===== config.mk =====
export PLATFORM = sky130hd
export DESIGN_NAME = compass_heading_with_offset_cal
export DESIGN_NICKNAME = d
export VERILOG_FILES = /design/src/rtl/chwoc_pkg.sv /design/src/rtl/chwoc_cal.sv /design/src/rtl/chwoc_cordic.sv /design/src/rtl/compass_heading_with_offset_cal.sv
export VERILOG_INCLUDE_DIRS = /design/src /design/src/rtl
export SDC_FILE = /design/constraint.sdc
export NUM_CORES = 2
export LEC_CHECK = 0
export ABC_AREA = 1
export BUFFER_PORTS_ARGS = -buffer_cell sky130_fd_sc_hd__buf_2
export CAP_MARGIN = 10
export CORE_MARGIN = 3
export CORE_UTILIZATION = 25
export DETAILED_ROUTE_END_ITERATION = 8
export SYNTH_ARGS = -nofsm -noshare
export SYNTH_HDL_FRONTEND = slang
export SYNTH_HIERARCHICAL = 1
export SYNTH_SLANG_ARGS = --single-unit
export TNS_END_PERCENT = 1

===== constraint.sdc =====
create_clock -name i_clk -period 9.9 [get_ports i_clk]
set_input_delay 1.485 -clock i_clk [delete_from_list [all_inputs] [get_ports i_clk]]
set_output_delay 1.485 -clock i_clk [all_outputs]
set_load 0.02 [all_outputs]

===== src/rtl/compass_heading_with_offset_cal_defines.svh =====
// ----------------------------------------------------------------------------
// compass_heading_with_offset_cal_defines
// Assertion macros shared by the compass heading RTL.
// ----------------------------------------------------------------------------
`ifndef COMPASS_HEADING_WITH_OFFSET_CAL_DEFINES_SVH
`define COMPASS_HEADING_WITH_OFFSET_CAL_DEFINES_SVH

// Same-cycle implication, sampled on the rising clock edge outside reset.
`define CHWOC_ASSERT_NOW(lbl, ante, cons, msg) \
    lbl: assert property (@(posedge i_clk) disable iff (!i_rst_n) \
        (ante) |-> (cons)) else $error(msg);

// Next-cycle implication, sampled on the rising clock edge outside reset.
`define CHWOC_ASSERT_NEXT(lbl, ante, cons, msg) \
    lbl: assert property (@(posedge i_clk) disable iff (!i_rst_n) \
        (ante) |=> (cons)) else $error(msg);

`endif


===== src/rtl/chwoc_pkg.sv =====
// ----------------------------------------------------------------------------
// chwoc_pkg
// Shared widths, codes and the CORDIC arctangent table for the compass block.
// ----------------------------------------------------------------------------
`default_nettype none
package chwoc_pkg;
    localparam int SAMPLE_W   = 16;
    localparam int DIFF_W     = SAMPLE_W + 1;
    localparam int CORDIC_N   = 16;
    localparam int STEP_W     = 5;
    localparam int NORM_BIT   = 40;
    localparam int VEC_W      = NORM_BIT + 4;
    localparam int FRAC_W     = 16;
    localparam int ANG_W      = 26;
    localparam int HEAD_W     = 9;

    typedef enum logic [1:0] {
        OP_HEADING   = 2'd0,
        OP_CAL_FIRST = 2'd1,
        OP_CAL_NEXT  = 2'd2,
        OP_CAL_LAST  = 2'd3
    } t_op;

    localparam logic KIND_HEADING = 1'b0;
    localparam logic KIND_CAL     = 1'b1;

    localparam logic REG_DECL   = 1'b0;
    localparam logic REG_THRESH = 1'b1;

    function automatic logic signed [ANG_W-1:0] atan_deg(input logic [STEP_W-1:0] idx);
        logic signed [ANG_W-1:0] v;
        case (idx)
            5'd0:    v = 26'sd2949120;
            5'd1:    v = 26'sd1740967;
            5'd2:    v = 26'sd919879;
            5'd3:    v = 26'sd466945;
            5'd4:    v = 26'sd234379;
            5'd5:    v = 26'sd117266;
            5'd6:    v = 26'sd58666;
            5'd7:    v = 26'sd29335;
            5'd8:    v = 26'sd14668;
            5'd9:    v = 26'sd7334;
            5'd10:   v = 26'sd3667;
            5'd11:   v = 26'sd1833;
            5'd12:   v = 26'sd917;
            5'd13:   v = 26'sd458;
            5'd14:   v = 26'sd229;
            5'd15:   v = 26'sd115;
            5'd16:   v = 26'sd57;
            5'd17:   v = 26'sd29;
            5'd18:   v = 26'sd14;
            5'd19:   v = 26'sd7;
            5'd20:   v = 26'sd4;
            5'd21:   v = 26'sd2;
            5'd22:   v = 26'sd1;
            default: v = 26'sd0;
        endcase
        return v;
    endfunction
endpackage
`default_nettype wire


===== src/rtl/chwoc_cal.sv =====
// ----------------------------------------------------------------------------
// chwoc_cal
// Per-axis min/max tracking and hard-iron offset latch.
// ----------------------------------------------------------------------------
`default_nettype none
module chwoc_cal (
    input  wire logic                                  i_clk,
    input  wire logic                                  i_rst_n,
    input  wire logic                                  i_we,
    input  wire logic [1:0]                            i_op,
    input  wire logic signed [chwoc_pkg::SAMPLE_W-1:0] i_s [3],
    input  wire logic [15:0]                           i_thresh,
    output logic signed [chwoc_pkg::SAMPLE_W-1:0]      o_off [3]
);
    localparam int SW = chwoc_pkg::SAMPLE_W;

    logic signed [SW-1:0] r_max [3];
    logic signed [SW-1:0] r_min [3];
    logic signed [SW-1:0] r_off [3];
    logic signed [SW-1:0] n_max [3];
    logic signed [SW-1:0] n_min [3];
    logic signed [SW-1:0] n_off [3];
    logic signed [SW:0]   w_sum [3];
    logic signed [SW:0]   w_half [3];
    logic [SW:0]          w_span [3];

    always_comb begin
        for (int k = 0; k < 3; k++) begin
            if (i_op == chwoc_pkg::OP_CAL_FIRST) begin
                n_max[k] = i_s[k];
                n_min[k] = i_s[k];
            end else begin
                n_max[k] = (i_s[k] > r_max[k]) ? i_s[k] : r_max[k];
                n_min[k] = (i_s[k] < r_min[k]) ? i_s[k] : r_min[k];
            end
            w_span[k] = {n_max[k][SW-1], n_max[k]} - {n_min[k][SW-1], n_min[k]};
            w_sum[k]  = {n_max[k][SW-1], n_max[k]} + {n_min[k][SW-1], n_min[k]};
            w_half[k] = (w_sum[k] + {{SW{1'b0}}, w_sum[k][SW] & w_sum[k][0]}) >>> 1;
            n_off[k]  = r_off[k];
            if (i_op == chwoc_pkg::OP_CAL_FIRST) begin
                n_off[k] = '0;
            end else if (i_op == chwoc_pkg::OP_CAL_LAST
                         && w_span[k] > {1'b0, i_thresh}) begin
                n_off[k] = w_half[k][SW-1:0];
            end
        end
    end

    always_ff @(posedge i_clk) begin
        if (!i_rst_n) begin
            for (int k = 0; k < 3; k++) begin
                r_max[k] <= '0;
                r_min[k] <= '0;
                r_off[k] <= '0;
            end
        end else if (i_we && i_op != chwoc_pkg::OP_HEADING) begin
            for (int k = 0; k < 3; k++) begin
                r_max[k] <= n_max[k];
                r_min[k] <= n_min[k];
                r_off[k] <= n_off[k];
            end
        end
    end

    assign o_off = r_off;
endmodule
`default_nettype wire


===== src/rtl/chwoc_cordic.sv =====
// ----------------------------------------------------------------------------
// chwoc_cordic
// Iterative vectoring CORDIC giving atan2 in whole degrees, 0 to 359.
// ----------------------------------------------------------------------------
`default_nettype none
module chwoc_cordic (
    input  wire logic                                i_clk,
    input  wire logic                                i_rst_n,
    input  wire logic                                i_start,
    input  wire logic signed [chwoc_pkg::DIFF_W-1:0] i_dx,
    input  wire logic signed [chwoc_pkg::DIFF_W-1:0] i_dy,
    output logic                                     o_done,
    output logic [chwoc_pkg::HEAD_W-1:0]             o_angle
);
    localparam int DW = chwoc_pkg::DIFF_W;
    localparam int VW = chwoc_pkg::VEC_W;
    localparam int AW = chwoc_pkg::ANG_W;
    localparam logic signed [AW-1:0] DEG90  = AW'(90)  <<< chwoc_pkg::FRAC_W;
    localparam logic signed [AW-1:0] DEG180 = AW'(180) <<< chwoc_pkg::FRAC_W;
    localparam logic signed [AW-1:0] DEG360 = AW'(360) <<< chwoc_pkg::FRAC_W;

    logic signed [VW-1:0] r_x, r_y;
    logic signed [AW-1:0] r_z;
    logic [chwoc_pkg::STEP_W-1:0] r_i;
    logic r_run, r_done, r_nx, r_ny;

    logic [DW-1:0] w_ax, w_ay, w_m;
    logic [5:0] w_msb, w_sh;
    logic signed [VW-1:0] w_xs, w_ys;
    logic signed [AW-1:0] w_a, w_ang;

    always_comb begin
        w_ax  = i_dx[DW-1] ? DW'(-i_dx) : DW'(i_dx);
        w_ay  = i_dy[DW-1] ? DW'(-i_dy) : DW'(i_dy);
        w_m   = (w_ax > w_ay) ? w_ax : w_ay;
        w_msb = '0;
        for (int b = 0; b < DW; b++) begin
            if (w_m[b]) begin
                w_msb = 6'(b);
            end
        end
        w_sh = 6'(chwoc_pkg::NORM_BIT) - w_msb;
        w_xs = r_x >>> r_i;
        w_ys = r_y >>> r_i;
    end

    always_ff @(posedge i_clk) begin
        if (!i_rst_n) begin
            r_run  <= 1'b0;
            r_done <= 1'b0;
        end else begin
            r_done <= 1'b0;
            if (i_start) begin
                r_nx <= i_dx[DW-1];
                r_ny <= i_dy[DW-1];
                r_i  <= '0;
                r_x  <= VW'(w_ax) <<< w_sh;
                r_y  <= VW'(w_ay) <<< w_sh;
                if (w_ay == '0) begin
                    r_z    <= '0;
                    r_done <= 1'b1;
                end else if (w_ax == '0) begin
                    r_z    <= DEG90;
                    r_done <= 1'b1;
                end else begin
                    r_z   <= '0;
                    r_run <= 1'b1;
                end
            end else if (r_run) begin
                if (r_y > 0) begin
                    r_x <= r_x + w_ys;
                    r_y <= r_y - w_xs;
                    r_z <= r_z + chwoc_pkg::atan_deg(r_i);
                end else begin
                    r_x <= r_x - w_ys;
                    r_y <= r_y + w_xs;
                    r_z <= r_z - chwoc_pkg::atan_deg(r_i);
                end
                r_i <= r_i + 1'b1;
                if (r_i == chwoc_pkg::STEP_W'(chwoc_pkg::CORDIC_N - 1)) begin
                    r_run  <= 1'b0;
                    r_done <= 1'b1;
                end
            end
        end
    end

    always_comb begin
        w_a = r_z;
        if (w_a < 0) begin
            w_a = '0;
        end
        if (w_a > DEG90) begin
            w_a = DEG90;
        end
        if (!r_nx && !r_ny) begin
            w_ang = w_a;
        end else if (r_nx && !r_ny) begin
            w_ang = DEG180 - w_a;
        end else if (r_nx) begin
            w_ang = DEG180 + w_a;
        end else begin
            w_ang = DEG360 - w_a;
        end
        if (w_ang >= DEG360) begin
            w_ang = w_ang - DEG360;
        end
    end

    assign o_done  = r_done;
    assign o_angle = w_ang[chwoc_pkg::FRAC_W +: chwoc_pkg::HEAD_W];
endmodule
`default_nettype wire


===== src/rtl/compass_heading_with_offset_cal.sv =====
// A heading request is accepted in idle and runs 16 iterations of the CORDIC unit; the angle is
// then taken in the CORDIC state, and the result word is loaded in the finish state.
// A zero axis skips the iterations and goes straight on to taking the angle and the finish state.
// A calibration sample is taken on acceptance; the last one then goes to the finish state for its result word.
// One item is in work at a time: requests are accepted only in idle, and finish waits for the output to be free.
// Synchronous active-low reset clears offsets, min/max, registers and control.
// ----------------------------------------------------------------------------
// compass_heading_with_offset_cal
// Hard-iron calibration and atan2 compass heading with declination.
// ----------------------------------------------------------------------------
`default_nettype none
`include "compass_heading_with_offset_cal_defines.svh"
module compass_heading_with_offset_cal (
    input  wire logic        i_clk,
    input  wire logic        i_rst_n,
    input  wire logic        s_axis_tvalid,
    output logic             s_axis_tready,
    input  wire logic [47:0] s_axis_tdata,  // mag_x, mag_y, mag_z
    input  wire logic [1:0]  s_axis_tuser,  // operation
    output logic             m_axis_tvalid,
    input  wire logic        m_axis_tready,
    // heading_deg, offset_x, offset_y, offset_z, zero pad
    output logic [63:0]      m_axis_tdata,
    output logic             m_axis_tuser,  // result_kind
    input  wire logic        psel,
    input  wire logic        penable,
    input  wire logic        pwrite,
    input  wire logic [2:0]  paddr,
    input  wire logic [31:0] pwdata,
    output logic [31:0]      prdata,
    output logic             pready
);
    localparam int SW = chwoc_pkg::SAMPLE_W;
    localparam int HW = chwoc_pkg::HEAD_W;

    typedef enum logic [2:0] {
        ST_IDLE = 3'b001,
        ST_CORD = 3'b010,
        ST_FIN  = 3'b100
    } t_state;

    t_state r_state;
    logic signed [7:0] r_decl;
    logic [15:0] r_thresh;
    logic r_kind, r_ovalid, r_okind;
    logic [HW-1:0] r_ang, r_ohead;
    logic signed [SW-1:0] r_oo [3];

    logic w_acc, w_cfg_we, w_load, w_done;
    logic signed [SW-1:0] w_s [3];
    logic signed [SW-1:0] w_off [3];
    logic signed [chwoc_pkg::DIFF_W-1:0] w_dx, w_dy;
    logic [HW-1:0] w_angle;
    logic signed [10:0] w_h;

    assign pready        = 1'b1;
    assign s_axis_tready = (r_state == ST_IDLE);
    assign w_acc         = s_axis_tvalid && s_axis_tready;
    assign w_cfg_we      = psel && penable && pwrite && pready;
    assign w_load        = (r_state == ST_FIN) && (!r_ovalid || m_axis_tready);

    assign w_s[0] = s_axis_tdata[0 +: SW];
    assign w_s[1] = s_axis_tdata[SW +: SW];
    assign w_s[2] = s_axis_tdata[2*SW +: SW];
    assign w_dx = {w_s[0][SW-1], w_s[0]} - {w_off[0][SW-1], w_off[0]};
    assign w_dy = {w_s[1][SW-1], w_s[1]} - {w_off[1][SW-1], w_off[1]};

    chwoc_cal u_cal (
        .i_clk    (i_clk),
        .i_rst_n  (i_rst_n),
        .i_we     (w_acc),
        .i_op     (s_axis_tuser),
        .i_s      (w_s),
        .i_thresh (r_thresh),
        .o_off    (w_off)
    );

    chwoc_cordic u_cordic (
        .i_clk   (i_clk),
        .i_rst_n (i_rst_n),
        .i_start (w_acc && s_axis_tuser == chwoc_pkg::OP_HEADING),
        .i_dx    (w_dx),
        .i_dy    (w_dy),
        .o_done  (w_done),
        .o_angle (w_angle)
    );

    always_comb begin
        w_h = 11'(r_ang) + 11'(r_decl);
        if (w_h > 11'sd360) begin
            w_h = w_h - 11'sd360;
        end
        if (w_h < 0) begin
            w_h = w_h + 11'sd360;
        end
    end

    always_comb begin
        case (paddr[2])
            chwoc_pkg::REG_DECL: prdata = {24'd0, r_decl};
            default:             prdata = {16'd0, r_thresh};
        endcase
    end

    always_ff @(posedge i_clk) begin
        if (!i_rst_n) begin
            r_state  <= ST_IDLE;
            r_decl   <= '0;
            r_thresh <= '0;
            r_ovalid <= 1'b0;
            r_kind   <= chwoc_pkg::KIND_HEADING;
        end else begin
            if (w_cfg_we) begin
                case (paddr[2])
                    chwoc_pkg::REG_DECL: r_decl   <= pwdata[7:0];
                    default:             r_thresh <= pwdata[15:0];
                endcase
            end
            if (m_axis_tready) begin
                r_ovalid <= 1'b0;
            end
            case (r_state)
                ST_IDLE: begin
                    if (w_acc && s_axis_tuser == chwoc_pkg::OP_HEADING) begin
                        r_kind  <= chwoc_pkg::KIND_HEADING;
                        r_state <= ST_CORD;
                    end else if (w_acc && s_axis_tuser == chwoc_pkg::OP_CAL_LAST) begin
                        r_kind  <= chwoc_pkg::KIND_CAL;
                        r_ang   <= '0;
                        r_state <= ST_FIN;
                    end
                end
                ST_CORD: begin
                    if (w_done) begin
                        r_ang   <= w_angle;
                        r_state <= ST_FIN;
                    end
                end
                ST_FIN: begin
                    if (w_load) begin
                        r_ovalid <= 1'b1;
                        r_okind  <= r_kind;
                        r_ohead  <= (r_kind == chwoc_pkg::KIND_CAL) ? '0 : w_h[HW-1:0];
                        r_oo     <= w_off;
                        r_state  <= ST_IDLE;
                    end
                end
                default: r_state <= ST_IDLE;
            endcase
        end
    end

    assign m_axis_tvalid = r_ovalid;
    assign m_axis_tuser  = r_okind;
    assign m_axis_tdata  = {7'd0, r_oo[2], r_oo[1], r_oo[0], r_ohead};

    `CHWOC_ASSERT_NOW(a_done_in_cord, w_done, r_state == ST_CORD,
        "CORDIC done outside CORDIC state")
    `CHWOC_ASSERT_NEXT(a_fin_loads, w_load, m_axis_tvalid && r_state == ST_IDLE,
        "finish did not load output")
    `CHWOC_ASSERT_NEXT(a_cal_clears, w_acc && s_axis_tuser == chwoc_pkg::OP_CAL_FIRST,
        w_off[0] == '0 && w_off[1] == '0 && w_off[2] == '0,
        "calibration start left offsets")
endmodule
`default_nettype wire

Yosys cells after proc, flatten, opt, wreduce, memory -nomap -nowiden:

Memories as Yosys holds them, arrays and structs flattened. A register that Yosys moved wholly into a read port is not among the register bits.
Index checks and enable logic that the tools add are counted.

* bits in registers: 267
* bits in writable memories: 96
* bits in read-only memories: 1408
* output and inout port bits: 100
* word-level logic and storage cells: 239
* memories: 4

Memory list
* (no name shown): words 32, width 22, rd ports 1, clocked after memory_dff 1, wr ports 0, line chwoc_pkg.sv:32 `case (idx)`
* (no name shown): words 32, width 22, rd ports 1, clocked after memory_dff 1, wr ports 0, line chwoc_pkg.sv:32
* u_cal.r_max: words 3, width 16, rd ports 3, clocked after memory_dff 0, wr ports 3, line chwoc_cal.sv:17 `logic signed [SW-1:0] r_max [3];`
* u_cal.r_min: words 3, width 16, rd ports 3, clocked after memory_dff 0, wr ports 3, line chwoc_cal.sv:18 `logic signed [SW-1:0] r_min [3];`

* add/sub/neg operators: 28
* magnitude comparators: 16
* equal/unequal tests: 13
* shift-type cells: 4
* muxes and demuxes: 104
* bitwise logic cells: 10
* reduce and logical (&&, ||, !) cells: 38

Operators by type and width (count)
* $mux 26: 17
* $mux 16: 25
* $mux 44: 6
* $add 44x44->44: 2
* $sshl 17x6->44: 2
* $sshr 44x5->44: 2
* $sub 44x44->44: 2
* $sub 16x16->17: 5
* $add 16x16->17: 3
* $add 17x1->17: 3
* $gt 17x16->1: 3
* $mux 17: 3
* $gt 16x16->1: 3
* $lt 16x16->1: 3
* $gt 44x1->1 const B: 1
* $mux 9: 4
* $logic_not 17->1: 2
* $neg 17->17: 2
* $mux 4: 8
* $mux 5: 6
* $add 25x26->26 const A: 1
* $add 26x26->26: 1
* $ge 26x26->1 const B: 1
* $gt 26x24->1 const B: 1
* other kinds (41): 107

Logic depth before layout (Yosys ltp):

* word-level depth: 24
* gate-level depth with buffers: 64
* depth with buffers taken out: 61

Cells and area by module:

Netlist, hierarchy kept.

Modules (own cells, without submodules)
* chwoc_cordic: times used 1, cells an instance 3655, area an instance 22920.7 µm², sequential area each 4113.9 µm²
* chwoc_cal: times used 1, cells an instance 2687, area an instance 17210.3 µm², sequential area each 3843.7 µm²
* compass_heading_with_offset_cal: times used 1, cells an instance 714, area an instance 5983.2 µm², sequential area each 2592.5 µm²

Worst setup path before layout:

OpenSTA, ideal clock, no wires.

* kind: input to register
* start point: input port s_axis_tdata[0]
* end point: register u_cordic.r_x[34] (data pin)
* arrival: 8.117 ns
* required time: 9.644 ns
* path slack: 1.527 ns
* cell stages on the path: 59
* path through: inv_1 ha_1 fa_1 nor4_1 nor2_1 o21ai_0 nand3_1 nand2_1 nand3_1 nand2_1 a31oi_1 nor2_1 o22ai_1 clkbuf_1 o31ai_1 o21a_1 nand2_1 nor2_1 [... 23 more ...] nand2_1 nand2_1 nand2_1 nand2_2 nand2_4 nand2_4 buf_12 buf_8 ha_1 clkbuf_1 buf_2 nand3_1 nand3_1 nand3_1 nand3_1 nand2_1 nand2_1 nand2_1

* cells in the longest elaborated chain, start to end: 24

RTL lines
* from (decl): line compass_heading_with_offset_cal.sv:18 `input wire logic [47:0] s_axis_tdata,`
* $sub 16x16->17 (*): line compass_heading_with_offset_cal.sv:65 `assign w_dx = {w_s[0][SW-1], w_s[0]} - {w_off[0][SW-1], w_off[0]};`
* via w_dx (one bit): line compass_heading_with_offset_cal.sv:52 `logic signed [chwoc_pkg::DIFF_W-1:0] w_dx, w_dy;`
* $neg 17->17: line chwoc_cordic.sv:33 `w_ax = i_dx[DW-1] ? DW'(-i_dx) : DW'(i_dx);`
* $mux 17 (*): line chwoc_cordic.sv:33
* $gt 17x17->1: line chwoc_cordic.sv:35 `w_m = (w_ax > w_ay) ? w_ax : w_ay;`
* $mux 17: line chwoc_cordic.sv:35
* $mux 1: line chwoc_cordic.sv:38 `if (w_m[b]) begin`
* $mux 2 (2 in series): line chwoc_cordic.sv:38
* $mux 3 (4 in series): line chwoc_cordic.sv:38
* $mux 4 (8 in series): line chwoc_cordic.sv:38
* $mux 5: line chwoc_cordic.sv:38
* $sub 6x5->6: line chwoc_cordic.sv:42 `w_sh = 6'(chwoc_pkg::NORM_BIT) - w_msb;`
* $sshl 17x6->44 (*): line chwoc_cordic.sv:57 `r_x <= VW'(w_ax) <<< w_sh;`
* $mux 44 (*): line chwoc_cordic.sv:53 `if (i_start) begin`
* to (signal assigned): line chwoc_cordic.sv:57
* to (signal assigned): line chwoc_cordic.sv:71 `r_x <= r_x + w_ys;`
* to (signal assigned): line chwoc_cordic.sv:75 `r_x <= r_x - w_ys;`
* to (decl): line chwoc_cordic.sv:22 `logic signed [VW-1:0] r_x, r_y;`

Mark *: on every way through the listed nets, which the timed path passes. The rest lies on a longest branch.
A chain may end at the register's enable or synchronous reset.

Worst setup path in the final report:

* start point: input port s_axis_tdata[0]
* end point: register u_cordic.r_y[41] (data pin)

* cells in the longest elaborated chain, start to end: 24

RTL lines
* $sub 16x16->17 (*): line compass_heading_with_offset_cal.sv:65
* via w_dx (one bit): line compass_heading_with_offset_cal.sv:52
* $neg 17->17: line chwoc_cordic.sv:33
* $mux 17 (*): line chwoc_cordic.sv:33
* $gt 17x17->1: line chwoc_cordic.sv:35
* $mux 17 (*): line chwoc_cordic.sv:35
* $mux 1: line chwoc_cordic.sv:38
* $mux 2 (2 in series): line chwoc_cordic.sv:38
* $mux 3 (4 in series): line chwoc_cordic.sv:38
* $mux 4 (8 in series): line chwoc_cordic.sv:38
* $mux 5 (*): line chwoc_cordic.sv:38
* $sub 6x5->6 (*): line chwoc_cordic.sv:42
* $sshl 17x6->44 (*): line chwoc_cordic.sv:58 `r_y <= VW'(w_ay) <<< w_sh;`
* $mux 44 (*): line chwoc_cordic.sv:53
* to (signal assigned): line chwoc_cordic.sv:58
* to (signal assigned): line chwoc_cordic.sv:72 `r_y <= r_y - w_xs;`
* to (signal assigned): line chwoc_cordic.sv:76 `r_y <= r_y + w_xs;`
* to (decl): line chwoc_cordic.sv:22

Marked as above.

==> run_results.csv <==
group,metric,value,unit
cts,cts-root-buf,"clkbuf_16",
cells_and_area,drive_gt1_frac,0.0760,
cts,cts_tree,"yes",
synthesis,yosys.area.top_type_share,0.185,
floorplanning,initial_core_util,0.252,
synthesis,synth.avg_cell_area,6.54,sq um
floorplanning,dieWidth,435,um
synthesis,synth_area_leaders,"edfxtp_1 (18%), nand2_1 (13%), ha_1 (12%)",
synthesis,synth_flop_cell,"edfxtp_1",
power,p_per_area,350,mW/mm^2
cells_and_area,nFillCells,20200,
cells_and_area,areaGrowthSynthToFinish,10.4,%
floorplanning,rows,157,
floorplanning,dieArea,0.190,sq mm
synthesis,synth_cells,7056,
floorplanning,die_y,435,um
synthesis,yosys_warnings,6,
synthesis,yosysTopAreaCell,"edfxtp_1",
setup_path,crit_path_start_kind,"input pin",
synthesis,netlist_area,0.0461,sq mm
cells_and_area,final_cell_mix,"nand2_1 (1612), inv_1 (1058), nor2_1 (712)",
worst_hold_path,hp-class,"register to register",
cts,hold_buffers,0,
setup_path,critical_path_class,"input pin to register",
setup_path,crit_slowest_cell,"nor2_1",
power,vdd_drop_max,0.352,mV
place,portBuffers,149,
timing,tightest_slew,1.15,ns
synthesis,ys_seq_elements,385,
job,cap_violations,0,
cts,cts_htree_levels,2,
timing,setup_viol,0,
global_route,grt_pass1_vias,43900,
place,place_hpwl,129000,um
cts,cts_buffers,51,
detailed_routing,vias_per_cell,4.84,
setup_path,endpoint_kind,"register",
synthesis,synth_edf_count,284,
setup_path,path_max_fanout,18,
detailed_routing,drt_iter0_drc,3739,
timing,fin_crit,8.64,ns
cts,cts_resized,0,
outcome,status,"finished, final reports clean",
power,p_leak,24.5,nW
floorplanning,ioPinCount,192,
detailed_routing,vias,46500,
cts,clk_pin_slew,0.06,ns
timing,finalSetupTns,0,ns
place,gp_congestion,0.959,
detailed_routing,post-route-drc-count,0,
timing,slew_viol_final,0,
global_route,grt-ovfl-total,0,
cells_and_area,multiInputGateArea,0.0301,sq mm
global_route,antenna_found_initial,5,
setup_path,max_stage_delay,0.87,ns
global_route,grt_pass1_wl,250000,um
detailed_routing,dr.pass1.iters,6,
timing,fmax,116,MHz
detailed_routing,routed_wirelength,162000,um
cts,clock_sink_count,385,
cts,clk_latency,0.66,ns
cts,clock_path_buffers,3,
floorplanning,core-area,0.183,sq mm
detailed_routing,wl_per_cell,16.8,um
cells_and_area,fin_nets,7639,
timing,finalCritPeriodShare,0.872,
synthesis,ys_async_sr_fraction,0,
cells_and_area,fin_util,0.278,
timing,fin_skew,0.0243,ns
timing,hold_viol,0,
timing,relSlewSlack,0.229,
synthesis,ys_types,80,
timing,rsz0062_at_grt,"no",
setup_path,path_common_cell,"nand2_1",
synthesis,ys_seq_area_frac,0.229,
setup_path,cp.required,10.39,ns
setup_path,crit_arrival,9.13,ns
cts,post-cts-setup-buffers,0,
detailed_routing,final_antenna_net_count,0,
global_route,track_usage,0.164,
global_route,grt_max_degree,87,
cells_and_area,seq_area,0.0106,sq mm
cells_and_area,final_common_cell,"nand2_1",
==> synth_stat cells (10+ instances only) <==
library cell and count:
mux2i_1 114, o211ai_1 32, nor2_4 10, xor2_1 185, a31oi_1 57, o22ai_1 13, or2_2 28, nand2_1 1614
inv_2 36, nor4_1 18, nand4_1 132, nand3b_1 11, inv_1 1062, dfxtp_1 101, o21ai_0 486, a211oi_1 12
o21a_1 24, edfxtp_1 284, nor3_1 63, o21ai_1 73, buf_1 21, xnor2_1 70, nand2_2 56, nor2_2 23
o31ai_1 25, nand2_4 15, nand3_2 11, buf_6 21, a21oi_2 10, a21o_1 13, nand3_1 514, nor2_1 714
o21bai_1 22, a21oi_1 429, clkbuf_1 93, ha_1 432, buf_4 51, fa_1 12, buf_2 70, and2_1 11
==> worst paths after layout <==
check,start,to,slack [ns],cells past startpoint
max,s_axis_tdata[0],u_cordic/r_y[41],1.26,56
min,u_cal/o_off[9],m_axis_tdata[50],0.43,0
max reg2reg,u_cal/o_off[18],u_cordic/r_y[41],1.95,50
min reg2reg,u_cal/o_off[9],m_axis_tdata[50],0.43,0
==> logic make-up after synthesis <==
group,share of synthesized area
simple gates,0.303
other cells,0.000163
compound gates,0.150
flops,0.229
buf+inv,0.121
xor+xnor,0.0495
fa+ha+maj,0.122
mux,0.0247
==> stage by stage <==
| step | instances | setup WS [ns] | power, mW | hold slack (ns) | area (sq um) |
|---|---|---|---|---|---|
| 3_5_place_dp | 9514 | 0.658 | 15.7 | 0.420 | 49300 |
| 6_report | 9611 | 1.26 | 17.8 | 0.433 | 50900 |
| 3_3_place_gp | 9514 | 0.556 | 15.6 | 0.415 | 49300 |
| 2_1_floorplan | 7078 | 1.53 | 12.5 | 0.403 | 46200 |
| 4_1_cts | 9609 | 1.35 | 17.7 | 0.431 | 50900 |
| 5_1_grt | 9610 | 0.453 | 19.7 | 0.437 | 50900 |
==> state kept, by name, summed over array words and instances (netlist names), 16 cells and up, named ones only <==
register,cells
u_cordic/r_z,26
u_cordic/r_y,44
u_cal/o_off,48
u_cordic/r_x,44
r_thresh,16
u_cal/r_min,48
m_axis_tdata,48
u_cal/r_max,48
==> per-layer routing <==
metal	GRT usage	share of wire	vias to the layer above
li1	-	-	23200
met1	0.210	0.44	21600
met2	0.278	0.46	1383
met3	0.0150	0.050	272
met4	0.0757	0.051	0
met5	0	0	-
==> where the power goes <==
part | switching (mW) | internal [mW] | total, mW
registers | 0.182 | 2.14 | 2.32
logic | 9.19 | 4.42 | 13.6
clock network | 0.840 | 1.06 | 1.90
==> critical path, delay by kind of cell <==
| family | cells | cell delay, ns |
|---|---|---|
| simple gates | 38 | 4.45 |
| xor+xnor | 1 | 0.18 |
| compound gates | 7 | 1.31 |
| fa+ha+maj | 4 | 1.10 |
| buf+inv | 6 | 0.64 |
==> area by class of cell <==
class | count | area share
timing repair buffer | 231 | 0.0275
multi-input combinational | 5331 | 0.591
inverter | 1103 | 0.0815
sequential | 385 | 0.207
clock buffer | 57 | 0.0255
antenna | 2 | 0.0000983
tap | 2464 | 0.0606
clock inverter | 38 | 0.00686
Note: power is estimated with default switching activity, not from simulation.
